File: src/rtl/qla_pkg.sv
// Package for the lane agent: widths, bin edges, register indexes, item kinds.
// Used by the controller, datapath, top level and bench; depends on nothing.
`timescale 1ns / 1ps
package qla_pkg;
  localparam int STATES_DEF = 605;
  localparam int VW_DEF = 32;
  localparam int ACTIONS = 3;
  localparam int FRAC_W = 17;
  localparam logic [16:0] FRAC_ONE = 17'd65536;
  localparam logic signed [8:0] RESIDUAL_STEP = 9'sd246;

  localparam logic [1:0] REG_ALPHA = 2'd0;
  localparam logic [1:0] REG_GAMMA = 2'd1;
  localparam logic [1:0] REG_EPS = 2'd2;

  localparam logic KIND_SELECT = 1'b0;
  localparam logic KIND_UPDATE = 1'b1;

  localparam logic [1:0] ACT_NEUTRAL = 2'd1;

  typedef logic signed [15:0] edge_arr10_t [10];
  typedef logic signed [15:0] edge_arr4_t [4];
  localparam edge_arr10_t LAT_EDGES = '{-16'sd5120, -16'sd3277, -16'sd2048, -16'sd1024,
    -16'sd410, 16'sd410, 16'sd1024, 16'sd2048, 16'sd3277, 16'sd5120};
  localparam edge_arr10_t HEAD_EDGES = '{-16'sd1024, -16'sd614, -16'sd328, -16'sd164,
    -16'sd61, 16'sd61, 16'sd164, 16'sd328, 16'sd614, 16'sd1024};
  localparam edge_arr4_t PREV_EDGES = '{-16'sd819, -16'sd205, 16'sd205, 16'sd819};

  // Commands from the controller to the datapath.
  typedef struct packed {
    logic load;      // capture the input item
    logic rd_sel;    // read address select: 0 item state row, 1 next state row
    logic rd_en;     // issue a row read
    logic cap_next;  // capture the largest entry of the row read as the next-state maximum
    logic cap_cur;   // capture the row read as the current row
    logic calc_tgt;  // form the target
    logic calc_new;  // form the new value and write it
    logic result;    // build the result item
  } qla_cmd_t;

  typedef struct packed {
    logic is_update;
    logic bad_index;
    logic terminated;
  } qla_stat_t;
endpackage

File: src/rtl/qla_ctrl.sv
// Controller state machine for the lane agent.
// Depends on qla_pkg; drives qla_datapath through qla_cmd_t.
`timescale 1ns / 1ps
module qla_ctrl import qla_pkg::*; (
  input  logic      clk,
  input  logic      rst,
  input  logic      in_fire,
  input  logic      out_free,
  input  qla_stat_t stat,
  output logic      busy,
  output logic      out_load,
  output qla_cmd_t  cmd
);
  typedef enum logic [2:0] {
    S_IDLE, S_RDN, S_CAPN, S_RDC, S_CAPC, S_TGT, S_NEW, S_OUT
  } state_t;
  state_t state, state_next;

  always_comb begin
    cmd = '0;
    out_load = 1'b0;
    state_next = state;
    cmd.load = in_fire;
    unique case (state)
      S_IDLE: if (in_fire) state_next = S_RDN;
      S_RDN: begin
        // Next-state row first, so the current row stays in the read register.
        if (stat.is_update && !stat.bad_index && !stat.terminated) begin
          cmd.rd_en = 1'b1; cmd.rd_sel = 1'b1; state_next = S_CAPN;
        end else begin
          state_next = S_RDC;
        end
      end
      S_CAPN: begin cmd.cap_next = 1'b1; state_next = S_RDC; end
      S_RDC: begin cmd.rd_en = 1'b1; state_next = S_CAPC; end
      S_CAPC: begin
        cmd.cap_cur = 1'b1;
        state_next = (stat.is_update && !stat.bad_index) ? S_TGT : S_OUT;
      end
      S_TGT: begin cmd.calc_tgt = 1'b1; state_next = S_NEW; end
      S_NEW: begin cmd.calc_new = 1'b1; state_next = S_OUT; end
      S_OUT: begin
        if (out_free) begin
          cmd.result = 1'b1; out_load = 1'b1; state_next = S_IDLE;
        end
      end
      default: state_next = S_IDLE;
    endcase
  end

  assign busy = (state != S_IDLE);

  always_ff @(posedge clk) begin
    if (rst) state <= S_IDLE;
    else state <= state_next;
  end
endmodule

File: config.mk
export PLATFORM = sky130hd
export DESIGN_NAME = qla_ctrl
export DESIGN_NICKNAME = d
export VERILOG_FILES = /design/src/rtl/qla_pkg.sv /design/src/rtl/qla_ctrl.sv
export SDC_FILE = /design/constraint.sdc
export NUM_CORES = 1
export LEC_CHECK = 0
export BUFFER_PORTS_ARGS = -buffer_cell sky130_fd_sc_hd__buf_2
export CAP_MARGIN = 30
export CELL_PAD_IN_SITES_DETAIL_PLACEMENT = 1
export CELL_PAD_IN_SITES_GLOBAL_PLACEMENT = 1
export CORE_AREA = 4 4 41 43
export CTS_BUF_LIST = sky130_fd_sc_hd__clkbuf_4 sky130_fd_sc_hd__clkbuf_8
export CTS_CLUSTER_DIAMETER = 150
export DETAILED_ROUTE_END_ITERATION = 7
export DIE_AREA = 0 0 45 47
export PLACE_DENSITY_LB_ADDON = 0.1
export REMOVE_ABC_BUFFERS = 1
export SKIP_CTS_REPAIR_TIMING = 1
export SLEW_MARGIN = 5
export SYNTH_ARGS = -nofsm -noshare
export SYNTH_HDL_FRONTEND = slang
export SYNTH_SLANG_ARGS = --single-unit
File: constraint.sdc
create_clock -name clk -period 2.02 [get_ports clk]
set_input_delay 0.505 -clock clk [delete_from_list [all_inputs] [get_ports clk]]
set_output_delay 0.505 -clock clk [all_outputs]
set_load 0.01 [all_outputs]
; After elaboration in Yosys (flattened, before gate mapping)
; Index checks and enable logic that the tools add are counted.
[word_totals]
regBits = 3
input_bits = 7
output_inout_bits = 10
wordCells = 31
[classes]
n_eq_ne = 9
muxes = 14
reduce_logical = 7
[op_table]
columns = cell, count
row1 = 3-bit case mux with 8 select lines, 1
row2 = 3-bit == test (second input constant), 4
row3 = 1-bit two-way mux, 8
row4 = 3-bit by 2-bit == test with 1-bit output (second input constant), 2
row5 = 3-bit two-way mux, 2
row6 = 2-bit two-way mux, 2
row7 = 2-bit inequality test (second input constant), 2
row8 = 3-bit by 1-bit == test with 1-bit output (second input constant), 1
row9 = 3-bit zero test, 1
row10 = 3-bit nonzero test, 1
row11 = 1-bit logical AND, 2
row12 = 1-bit zero test, 2
row13 = 1-bit case mux with 2 select lines, 1
row14 = 2-bit AND reduction, 1

; Depth between registers and ports, before layout
; Gate-level depths: netlist of the first run.
[depth]
ltp_word = 5
ltp_mapped = 4
ltp_nobuf = 3

; Worst setup path before layout of the first run
; No wires, ideal clock.
[synth_path]
path_type = input port to output port
start = input stat[1] (netlist bit)
end = output cmd[6] (netlist bit)
arrival_time_ns = 1.259
setup_slack_ns = 0.256
stages = 2
path_buffers = 0
path_cell_list = or3b_4 > nor4_1
[synth_rtl]
columns = element, line_no
row1 = start: declaration, qla_ctrl.sv:9  ; input qla_stat_t stat,
row2 = end: declaration, qla_ctrl.sv:12  ; output qla_cmd_t cmd

==> qor.yml, run 1 <==
outcome:
  outcome: "finished, final reports clean"
floorplan:
  initial_core_util: 0.1731
  die_h_um: 47
  die_x_um: 45
  core_area_um2: 1301
  io_pins: 17
  dieArea_um2: 2115
  num_rows: 13
worst_setup_path:
  crit_path_start_kind: "primary input"
  end_kind: "output pin"
  worstPathMaxFanout: 3
  cp.arrival_ns: 1.38
  cp.required_ns: 1.51
  critPathKind: "in -> out"
routing:
  drc_errors: 0
  wl_per_cell_um: 12.34
  vias_per_cell: 4.484
  vias: 278
  antenna_left: 0
  wl_um: 765
  drtIter0Drc: 2
  drt-pass1-iter-count: 2
global_route:
  antenna_found_initial: 0
  grt.total_usage: 0.08754
  grt_pass1_vias: 303
  grt_max_degree: 10
  overflow: 0
  grt_pass1_wl_mm: 1.248
layout:
  nets: 55
  fill_cells: 178
  layout-drive-gt1-share: 0.5532
  synthToLayoutAreaGrowth_pct: 48.33
  utilization: 0.2567
  top_register: "state"
  largest_reg_flops: 3
  reg_top3: "state: 3 flops"
  antenna_cells: 0
timing:
  fin_ws_ns: 0.1374
  rsz0062_at_grt: "false"
  clock.fmax_ghz: 0.5312
  slew_headroom: 0.7857
  holdWs_ns: 0.4707
  min_period_over_period: 0.9320
  drv_slew: 0
  setup_violations: 0
  skew_ns: 0.001058
  tightest_slew_ns: 0.3210
  period_minus_slack_ns: 1.883
  hold_violations: 0
  tns_ns: 0
power_and_ir_drop:
  p_sw_frac: 0.3567
  power_density_nw_per_um2: 925.7
  seqPwrFrac: 0.305
  comb_power_share: 0.313
  p_sw_uw: 110.3
  cellLeakagePower_nw: 0.1586
  p_int_uw: 198.9
  power_uw: 309.2
  pwr-share-clk: 0.383
  vdd_drop_max_uv: 187.3
clock_tree:
  cts.sinks: 3
  htreeDepth: 1
  cts.path.max_buffers: 2
  cts_tree: "yes"
  cts-root-buf: "clkbuf_4"
  path_clk_slew_ns: 0.04
  clock_latency_ns: 0.23
  numCtsBuffers: 3
logic_synthesis:
  synthTopCellsByArea: "dfxtp_1, nor3_1, buf_4, a211oi_2, or3b_4"
  ys_seq_elements: 3
  yosysSeqAreaShare: 0.2667
  synthCells: 30
  synth_edf_count: 0
  synth_top_area_frac: 0.2667
  synth.avg_cell_area_um2: 7.507
  ys_warn_count: 0
  ys_types: 20
  async_reset_ff_frac: 0
  synth_common_cells: "nor3_1, dfxtp_1"
  ys.flop_type: "dfxtp_1"
  synth_top_cell_by_area: "dfxtp_1"
  yosysMostFrequentCell: "nor3_1"
  synth_area_um2: 225.2
placement:
  dp_hpwl_um: 608.7
  numPortBuffers: 16
  gp_congestion: 0.7370
  pre_cts_ws_ns: 0.1334
run:
  maxCapViolCount: 0
worst_hold_path:
  hold_class: "in -> reg"
## power by group through the flow
stage / clock, mW / sequential, mW / combinational [mW]
finish: 0.118 / 0.0943 / 0.0967
global route: 0.128 / 0.0980 / 0.108
CTS: 0.124 / 0.0944 / 0.0987
detailed placement: 0 / 0.0955 / 0.0979
global placement: 0 / 0.0952 / 0.0962
floorplan: 0 / 0.0879 / 0.0621
## kinds of logic (layout without fill, tap and decap cells)
group	after synthesis	in the layout	share of synthesized area
simple gates	14	14	0.3945
flops	3	3	0.2667
compound gates	7	7	0.2000
buf+inv	6	23	0.1388
## final cells by class
class	count	area, um^2	share of cell area
repair buffers	16	80.08	0.2397
multi-input cells	21	133.9	0.4007
well taps	15	18.77	0.05618
flip-flops and latches	3	60.06	0.1798
clock buffers	4	30.03	0.08989
inverters	3	11.26	0.03371
## routing by layer
| metal | vias up | wire length [um] | track usage | share of wire |
|---|---|---|---|---|
| met3 | 2 | 29 | 0.01149 | 0.038 |
| li1 | 139 | - | - | - |
| met5 | - | 0 | 0 | 0 |
| met2 | 11 | 359 | 0.1215 | 0.47 |
| met4 | 0 | 19 | 0.1228 | 0.025 |
| met1 | 126 | 357 | 0.09955 | 0.47 |
## layout by cell type, fill, tap and decap left out, drive strengths merged
master / count
buf: 16
nor3: 6
clkbuf: 4
dfxtp: 3
inv: 3
a21oi: 2
o21ai: 2
nand3: 1
or3b: 1
nor4: 1
a211oi: 1
nand2: 1
nor2b: 1
nand4: 1
a31oi: 1
or2b: 1
or2: 1
o22ai: 1
## through the flow
| step | cells | instance area [um^2] |
|---|---|---|
| 2_1_floorplan | 27 | 205.2 |
| 3_3_place_gp | 58 | 304.0 |
| 3_5_place_dp | 58 | 304.0 |
| 4_1_cts | 62 | 334.1 |
| 5_1_grt | 62 | 334.1 |
| 6_report | 62 | 334.1 |
## path summary, 6_finish.rpt
kind                           end  cells after the start                  start  slack (ns)
max reg2reg  state[1]$_SDFFE_PP0P_                      3  state[0]$_SDFFE_PP0P_        0.91
max                         cmd[5]                      4                stat[1]        0.14
min reg2reg  state[2]$_SDFFE_PP0P_                      2  state[1]$_SDFFE_PP0P_        0.60
min          state[0]$_SDFFE_PP0P_                      2                    rst        0.47
## critical path, stage by stage
cell,delay [ns]
buf_2,0.10
or3b_4,0.41
a211oi_2,0.21
buf_2,0.15
Power figures use the tool's default switching activity.
==> run 2: changes to the inputs <==
- CELL_PAD_IN_SITES_GLOBAL_PLACEMENT: 1 -> 2
==> qor.yml, run 2 (synthesized netlist as in run 1, its figures left out) <==
global_route:
  grt_pass1_vias: 294
  grt.total_usage: 0.09062
  overflow: 0
  grt_pass1_wl_mm: 1.304
  grt_max_degree: 10
  antenna_found_initial: 0
worst_setup_path:
  cp.required_ns: 1.51
  worstPathMaxFanout: 3
  r2r-start: "state[1]$_SDFFE_PP0P_"
  critPathKind: "in -> out"
  end_kind: "output pin"
  crit-reg2reg-capture: "state[2]$_SDFFE_PP0P_"
  rrSetupSlack_ns: 0.92
  crit_chain: "buf_2, or3b_4, a211oi_2, buf_2"
  path_common_cell: "buf_2"
  cpMaxStageDelayCell: "or3b_4"
  r2r_cells: 3
  crit_path_start_kind: "primary input"
  cp.arrival_ns: 1.37
  max_stage_delay_ns: 0.40
placement:
  numPlacedInstances: 58
  gp_congestion: 0.6403
  pre_cts_ws_ns: 0.1410
  numPortBuffers: 16
layout:
  utilization: 0.2567
  antenna_cells: 0
  top_register: "state"
  layout_commonest_cell: "buf_2"
  reg_top3: "state: 3 flops"
  mostFrequentLayoutCells: "buf_2, nor3_1, clkbuf_4"
  fill_cells: 176
  nets: 55
  synthToLayoutAreaGrowth_pct: 48.33
  layout-drive-gt1-share: 0.5532
  largest_reg_flops: 3
  final_cells: 62
routing:
  drtIter0Drc: 0
  drt-pass1-iter-count: 1
  wl_um: 753
  drc_errors: 0
  vias: 278
  antenna_left: 0
  vias_per_cell: 4.484
  wl_per_cell_um: 12.15
timing:
  rsz0062_at_grt: "false"
  hold_violations: 0
  setup_violations: 0
  clock.fmax_ghz: 0.5329
  tightest_slew_ns: 0.3054
  drv_slew: 0
  period_minus_slack_ns: 1.876
  skew_ns: 0.0002841
  tns_ns: 0
  min_period_over_period: 0.9289
  fin_ws_ns: 0.1436
  slew_headroom: 0.7961
clock_tree:
  numCtsBuffers: 3
  cts.path.max_buffers: 2
  cts.sinks: 3
  htreeDepth: 1
  path_clk_slew_ns: 0.04
  cts_tree: "yes"
  clock_latency_ns: 0.23
  cts-root-buf: "clkbuf_4"
run:
  maxCapViolCount: 0
floorplan:
  die_x_um: 45
  dieArea_um2: 2115
  die_h_um: 47
  io_pins: 17
  num_rows: 13
  core_area_um2: 1301
  initial_core_util: 0.1731
power_and_ir_drop:
  seqPwrFrac: 0.305
  p_sw_frac: 0.3592
  p_sw_uw: 111.5
  vdd_drop_max_uv: 190.2
  comb_power_share: 0.311
  cellLeakagePower_nw: 0.1586
  power_uw: 310.5
  pwr-share-clk: 0.384
  power_density_nw_per_um2: 929.5
  p_int_uw: 199.0
worst_hold_path:
  min_to: "state[0]$_SDFFE_PP0P_"
  hold_start: "rst"
  hold_class: "in -> reg"
  min_delay_path_depth: 2
outcome:
  outcome: "finished, final reports clean"
==> run 2: metrics by stage <==
step,hold WS [ns],instance area [um^2]
2_1_floorplan,0.5444,205.2
3_3_place_gp,0.5985,304.0
3_5_place_dp,0.6139,304.0
4_1_cts,0.4669,334.1
5_1_grt,0.4689,334.1
6_report,0.4784,334.1
==> run 2: per-layer routing <==
| layer | share of wire | global-route usage | vias up |
|---|---|---|---|
| met3 | 0.064 | 0.02682 | 0 |
| met4 | 0 | 0.1053 | 0 |
| met5 | 0 | 0 | - |
| met2 | 0.42 | 0.1130 | 15 |
| met1 | 0.51 | 0.1129 | 122 |
| li1 | - | - | 141 |
==> run 2: power groups by stage <==
stage	sequential (mW)	clock, mW	combinational [mW]
final	0.0947	0.119	0.0965
after global routing	0.0998	0.131	0.111
after CTS	0.0956	0.126	0.0985
after detailed placement	0.0964	0	0.0979
after global placement	0.0958	0	0.0963
after floorplan	0.0879	0	0.0621
==> run 2: worst max-delay path by stage <==
| stage | depth (start not counted) | startpoint | to | slack [ns] |
|---|---|---|---|---|
| 3_5_place_dp | 4 | stat[1] | cmd[5] | 0.14 |
| 3_3_place_gp | 4 | stat[1] | cmd[5] | 0.15 |
| 5_1_grt | 3 | state[1]$_SDFFE_PP0P_ | cmd[0] | 0.07 |
| 4_1_cts | 4 | stat[1] | cmd[5] | 0.14 |
| 6_report | 4 | stat[1] | cmd[5] | 0.14 |
| 2_1_floorplan | 2 | stat[1] | cmd[6] | 0.26 |
==> run 2: final cells by class <==
class	instances	area [um^2]	area share
multi-input cells	21	133.9	0.4007
clock buffers	4	30.03	0.08989
repair buffers	16	80.08	0.2397
inverters	3	11.26	0.03371
flip-flops and latches	3	60.06	0.1798
well taps	15	18.77	0.05618
==> run 2: worst max-delay path, delay by kind of cell <==
family	cells	cell delay, ns
AND/OR/NAND/NOR	1	0.40
AO/OA/AOI/OAI	1	0.21
buffers and inverters	2	0.25
